$ cat src/rtl/core/rpot_pkg.sv
`timescale 1ns / 1ps

package rpot_pkg;

  typedef enum logic {
    OP_ADD  = 1'b0,
    OP_LIST = 1'b1
  } op_e;

  typedef enum logic [1:0] {
    ST_IDLE,
    ST_ADD,
    ST_LIST,
    ST_NONE
  } state_e;

  localparam logic [1:0] SORT_SIMPLE = 2'd0;

  typedef struct packed {
    op_e         op;
    logic [31:0] order_key;
    logic [1:0]  sort_kind;
    logic        group_sel;
    logic [4:0]  function_set;
    logic [4:0]  start_slot;
    logic [31:0] pass_mask;
  } rpot_in_t;

  typedef struct packed {
    logic [4:0]  slot_id;
    logic        found;
    logic [1:0]  slot_sort_kind;
    logic        slot_group;
    logic [4:0]  slot_function_set;
    logic [31:0] group_bits;
    logic [31:0] simple_sort_bits;
    logic        last;
  } rpot_out_t;

  // One position of the key-ordered list.
  typedef struct packed {
    logic        valid;
    logic [31:0] key;
    logic [4:0]  slot;
    logic [1:0]  mode;
    logic        grp;
    logic [4:0]  fset;
  } entry_t;

  // Broadcast to every cell of the chain.
  typedef struct packed {
    logic   insert;
    logic   rotate;
    entry_t ent;
  } cell_cmd_t;

  // Left neighbor seen by the head cell: occupied, never greater.
  localparam entry_t ENTRY_OPEN = '{valid: 1'b1, default: '0};

endpackage

$ cat src/rtl/core/rpot_cell.sv
`timescale 1ns / 1ps

module rpot_cell (
  input  logic                clk_i,
  input  logic                rst_ni,
  input  rpot_pkg::cell_cmd_t cmd_i,
  input  rpot_pkg::entry_t    prev_i,
  input  logic                prev_gt_i,
  input  rpot_pkg::entry_t    next_i,
  input  rpot_pkg::entry_t    head_i,
  output rpot_pkg::entry_t    ent_o,
  output logic                gt_o
);
  import rpot_pkg::*;

  logic   valid_q;
  entry_t data_q;
  entry_t ent;
  entry_t ent_d;
  logic   gt;

  always_comb begin
    ent       = data_q;
    ent.valid = valid_q;
  end

  // Stored key strictly greater than the incoming one: this entry moves right.
  assign gt = valid_q && (data_q.key > cmd_i.ent.key);

  always_comb begin
    ent_d = ent;
    if (cmd_i.insert) begin
      if (prev_gt_i) begin
        ent_d = prev_i;
      end else if ((gt || !valid_q) && prev_i.valid) begin
        ent_d = cmd_i.ent;
      end
    end else if (cmd_i.rotate && valid_q) begin
      // tail of the list wraps around to the head
      ent_d = next_i.valid ? next_i : head_i;
    end
  end

  always_ff @(posedge clk_i or negedge rst_ni) begin
    if (!rst_ni) begin
      valid_q <= 1'b0;
    end else begin
      valid_q <= ent_d.valid;
    end
  end

  always_ff @(posedge clk_i) begin
    data_q <= ent_d;
  end

  assign ent_o = ent;
  assign gt_o  = gt;

endmodule

$ cat config.mk
export PLATFORM = sky130hd
export DESIGN_NAME = rpot_cell
export DESIGN_NICKNAME = d
export VERILOG_FILES = /design/src/rtl/core/rpot_pkg.sv /design/src/rtl/core/rpot_cell.sv
export SDC_FILE = /design/constraint.sdc
export NUM_CORES = 1
export LEC_CHECK = 0
export BUFFER_PORTS_ARGS = -buffer_cell sky130_fd_sc_hd__buf_2
export CORE_MARGIN = 4
export CORE_UTILIZATION = 34
export CTS_BUF_LIST = sky130_fd_sc_hd__clkbuf_8 sky130_fd_sc_hd__clkbuf_16
export DETAILED_ROUTE_END_ITERATION = 6
export GPL_TIMING_DRIVEN = 0
export HOLD_SLACK_MARGIN = 0.06
export PLACE_DENSITY = 0.68
export SLEW_MARGIN = 20
export SYNTH_ARGS = -nofsm -noshare
export SYNTH_HDL_FRONTEND = slang
export SYNTH_SLANG_ARGS = --single-unit
$ cat constraint.sdc
create_clock -name clk_i -period 10.15 [get_ports clk_i]
set_input_delay 2.03 -clock clk_i [delete_from_list [all_inputs] [get_ports clk_i]]
set_output_delay 2.03 -clock clk_i [all_outputs]
set_load 0.005 [all_outputs]
Yosys cells after proc, flatten, opt, wreduce, memory -nomap -nowiden

Index checks and enable logic that the tools add are counted.
W data, S select, Z words.

Register bits: 46
Input port bits: 189
Output and inout bits: 47

Magnitude comparators: 1
Eq/ne operators: 1
Muxes and demuxes: 5
Reductions and logical operators: 7

Operators with widths:

| cell                 | number |
|---|---|
| $mux W46             | 5 |
| $gt A32 B32 Y1       | 1 |
| $logic_and A1 B1 Y1  | 3 |
| $ne A3 B1 Y1 const B | 1 |
| $reduce_and A2 Y1    | 1 |
| $reduce_bool A2 Y1   | 1 |
| $logic_not A1 Y1     | 1 |
| $logic_or A1 B1 Y1   | 1 |

Longest topological paths before layout

Depth in word-level cells: 7
Gate-level depth with buffers: 8

Least setup slack after synthesis

Ideal clock, no wire load.

Kind: in2reg
Start point: input port cmd_i[14] (netlist bit)
End point: register data_q, in the netlist ent_o[0] (enable)
Arrival time: 5.354 ns
Path slack: 4.333 ns
Stages: 8
Cell sequence: inv_1 -> ha_1 -> nor2b_4 -> o211ai_2 -> a2111oi_1 -> or4_4 -> a211oi_2 -> a21oi_1

Longest elaborated chain between the ends: 6

Ends and longest elaborated chain:

| what                               | RTL line        | source |
|---|---|---|
| start: declaration                 | rpot_cell.sv:6  | `input rpot_pkg::cell_cmd_t cmd_i,` |
| $gt A32 B32 Y1                     | rpot_cell.sv:28 | `assign gt = valid_q && (data_q.key > cmd_i.ent.key);` |
| $logic_and A1 B1 Y1                | rpot_cell.sv:28 |  |
| $logic_or A1 B1 Y1                 | rpot_cell.sv:35 | `end else if ((gt \|\| !valid_q) && prev_i.valid) begin` |
| $logic_and A1 B1 Y1                | rpot_cell.sv:35 |  |
| $ne A3 B1 Y1 (no source line)      | -               |  |
| $reduce_and A2 Y1 (no source line) | -               |  |
| end signal: assignment             | rpot_cell.sv:53 | `data_q <= ent_d;` |
| end: declaration                   | rpot_cell.sv:17 | `entry_t data_q;` |

No other way between the ends.
A chain may end at the register's enable or synchronous reset.

Final worst setup path

Start point: input port cmd_i[28] (netlist bit)
End point: output port gt_o

Longest elaborated chain between the ends: 2

Ends and longest elaborated chain:

| what                | RTL line        | source |
|---|---|---|
| $gt A32 B32 Y1      | rpot_cell.sv:28 |  |
| $logic_and A1 B1 Y1 | rpot_cell.sv:28 |  |
| end: declaration    | rpot_cell.sv:12 | `output logic gt_o` |

No other way between the ends.

==> run summary <==
STATUS
-------------------------------------------------------------------------------------------------
Run status                                                                           finished clean

WORST SETUP PATH
-------------------------------------------------------------------------------------------------
Endpoint class of the critical path                                                  primary output
Required time of the critical path                                                        8120 ps
Crit path DAT                                                                             3970 ps
Slowest cell on crit path                                                            sky130_fd_sc_hd__nor4_1
Most frequent cell on the critical path                                              sky130_fd_sc_hd__buf_2
Family with the most delay on the worst path                                         simple AND/OR/NAND/NOR gates
Crit path launch type                                                                   input pin
CP peak stage delay                                                                        640 ps
Start-to-end type of the worst setup path                                            input pin to primary output
Highest net fanout along the worst path                                                         4
Buffers and inverters on the worst path                                                         3
Ordered list of cells on the worst path                                              buf_2 > inv_1 > ha_1 > nand4_1 > nor4_1 > and2b_2 > a21oi_1 > nor2b_1 > buf_2

CELLS AND AREA
-------------------------------------------------------------------------------------------------
Total area of multi-input combinational cells                                          2100 sq um
Layout cell share with drive strength beyond 1                                              41.7%
Layout filler cell count                                                                     1052
Area used by sequential logic in the layout                                            1380 sq um
Layout-stage area growth over the synthesis result                                          40.6%
Net count of the finished layout                                                              841
Util after Layout                                                                           49.7%

POWER
-------------------------------------------------------------------------------------------------
Power per cell area                                                                   109 nW/um^2
Static power due to leakage                                                            0.00253 uW
Maximum ir drop on the vdd rail                                                           49.9 uV

DETAILED ROUTING
-------------------------------------------------------------------------------------------------
Via total after detailed routing                                                             3790
Number of DRC markers after the initial detailed-route iteration                              105
Number of routed nets with antenna violations                                                   0
Number of search-and-repair iterations in the first detailed-routing pass                       4
Post-route DRC violation count                                                                  0
Wirelength, routed                                                                   12600 microns
Average wire per standard cell                                                       16.7 microns
Vias per std cell                                                                            5.00

FLOORPLANNING
-------------------------------------------------------------------------------------------------
IO Count                                                                                      236
Std-Cell Rows                                                                                  37
DIE AREA                                                                              12600 sq um
Floorplan core area                                                                   10500 sq um
Starting density of the core                                                                35.4%
Die Ht                                                                                112 microns
Width of the chip                                                                     112 microns

CLOCK TREE
-------------------------------------------------------------------------------------------------
CTS Root Buffer Type                                                                 sky130_fd_sc_hd__clkbuf_8
Maximum count of clock buffers along a single path                                              2
Resize count post-CTS                                                                           0
Number of clock sinks                                                                          46
Hold Buf Count CTS                                                                              0
Post-CTS Repair Setup Buffers                                                                   0
Clock tree from TritonCTS                                                                    done
Clock latency reported for the late side of the worst-skew pair                            300 ps
Reg clk slew, reported paths                                                                90 ps
Htree depth                                                                                     2
Number of buffers added by the clock tree synthesis step                                        5

SYNTHESIS
-------------------------------------------------------------------------------------------------
Main area contributors after synthesis                                               sky130_fd_sc_hd__edfxtp_1 (37%), sky130_fd_sc_hd__mux2i_1 (12%), sky130_fd_sc_hd__ha_1 (11%), sky130_fd_sc_hd__a211oi_1 (9.5%), sky130_fd_sc_hd__a21oi_1 (8.4%)
Cells after Synth                                                                             377
Synth warn                                                                                      0
Flip-flop and latch count after synthesis                                                      46
Number of enable-type register cells in the synthesized netlist                                45
Cell taking the most area after synthesis                                            sky130_fd_sc_hd__edfxtp_1
Number of distinct library cell variants in the gate-level netlist after synthesis             35
Combined area of all synthesized cells                                                 3700 sq um
Fraction of synthesized cell area taken by the top area cell type                           36.5%
Syn Nets                                                                                      598
Sequential area share after synthesis                                                       37.2%
Most common flop cell mapped by yosys                                                sky130_fd_sc_hd__edfxtp_1
Asr flop ratio synth                                                                        2.17%
Mean instance size in the synthesized netlist                                          9.81 sq um

TIMING
-------------------------------------------------------------------------------------------------
Final setup viols                                                                               0
Hold_ws                                                                                    666 ps
Clock Skews                                                                               9.26 ps
Final clock period utilization by the worst path                                            59.1%
Setup TNS                                                                                    0 ps
Maximum clock frequency                                                                   167 MHz
Count of endpoints failing hold in the final timing report                                      0
Measured slew at the worst slew-check pin                                                  630 ps
RSZ-0062 raised after global routing                                                           no
Final number of max-transition violations                                                       0
Worst slew margin relative to its limit                                                     57.6%
Shortest clock period the worst path allows after layout                                  6000 ps

GLOBAL ROUTE
-------------------------------------------------------------------------------------------------
Vias in the first global route                                                               4016
Overflow left after global routing                                                              0
Largest net degree at the start of global routing                                              18
Global-route wire length before repair                                               19300 microns
GRT Util Overall                                                                            18.9%
Initial antenna violation count                                                                 1

WORST HOLD PATH
-------------------------------------------------------------------------------------------------
Worst hold-check path type                                                           flop to flop

PLACED DESIGN
-------------------------------------------------------------------------------------------------
Routability-driven placement congestion ratio                                               0.894
Port bufs                                                                                     234
DP Wirelength                                                                        10500 microns

FLOW RUN
-------------------------------------------------------------------------------------------------
Max-cap violations                                                                              0

-- power by group --
group / switching, uW / total [uW] / internal [uW] / leakage [uW]
combinational: 101 / 199 / 98.1 / 0.00203
sequential: 12.2 / 254 / 241 / 0.000448
clock: 62.9 / 117 / 54.1 / 0.0000524
total: 176 / 569 / 394 / 0.00253
-- cells in the final DEF, fill, tap and decap left out, drive strengths merged, types with 2 or more instances in the layout --
master and n:
clkbuf 17, nor4 2, nand3 2, mux2i 46, a21oi 62, edfxtp 45
a211oi 48, nor2b 47, o21ai 5, nor3 2, nand2 5, buf 251
ha 32, inv 33, nand4 8, a21o 3
-- area by class of cell --
| type | instances | share of cell area, % |
|---|---|---|
| antenna | 1 | 0.0481 |
| buffer | 26 | 2.24 |
| clock buffer | 6 | 1.59 |
| clock inverter | 2 | 0.168 |
| inverter | 32 | 2.31 |
| multi-input combinational | 273 | 40.3 |
| sequential | 46 | 26.5 |
| tap | 136 | 3.27 |
| timing repair buffer | 236 | 23.6 |
-- synth_stat cells (all sizes together) (2+ instances only) --
cell type  count
nand4          8
ha            32
nor3           2
a211oi        48
a21o           3
buf           15
clkbuf        11
nor4           2
mux2i         46
edfxtp        45
nand2          5
nor2b         47
inv           32
nand3          2
a21oi         62
o21ai          5
-- sequential cells by signal, indices dropped and copies added, names as in the netlist --
signal / cells
valid_q: 1
ent_o: 45
-- cell families after synthesis --
| family | Yosys count | share of synthesized area, % |
|---|---|---|
| AOI/OAI and AO/OA | 124 | 21.0 |
| adders and majority gates | 32 | 10.8 |
| DFF | 46 | 37.2 |
| and+or+nand+nor | 71 | 12.1 |
| muxes | 46 | 12.4 |
| buffers and inverters | 58 | 6.39 |
-- path summary, 6_finish.rpt --
check	startpoint	to	slack, ps	cells after the start
setup / recovery	cmd_i[28]	gt_o	4150	9
max in group asynchronous	rst_ni	valid_q$_DFFE_PN0P_	8580	1
hold / removal	valid_q$_DFFE_PN0P_	valid_q$_DFFE_PN0P_	670	1
min in group asynchronous	rst_ni	valid_q$_DFFE_PN0P_	1490	1
setup reg to reg	ent_o[28]$_DFFE_PP_	ent_o[26]$_DFFE_PP_	7040	8
hold reg to reg	valid_q$_DFFE_PN0P_	valid_q$_DFFE_PN0P_	670	1
-- metal layers --
| layer | GRT usage, % | share of wire, % | vias up | wire length, microns |
|---|---|---|---|---|
| met5 | 0 | 0 | - | 0 |
| met4 | 5.05 | 1.5 | 0 | 191 |
| met3 | 4.91 | 8.2 | 14 | 1030 |
| met2 | 35.4 | 51 | 155 | 6490 |
| met1 | 21.2 | 39 | 1721 | 4910 |
| li1 | - | - | 1900 | - |
-- per-stage QoR --
| stage | area (sq um) | setup slack, ps | std cells | power, uW |
|---|---|---|---|---|
| 2_1_floorplan | 3700 | 4330 | 377 | 358 |
| 6_report | 5200 | 4150 | 758 | 569 |
| 3_5_place_dp | 5110 | 4100 | 749 | 459 |
| 5_1_grt | 5200 | 3970 | 758 | 607 |
| 3_3_place_gp | 5040 | 2730 | 747 | 447 |
| 4_1_cts | 5200 | 4110 | 757 | 578 |
Note: power is estimated with default switching activity, not from simulation.
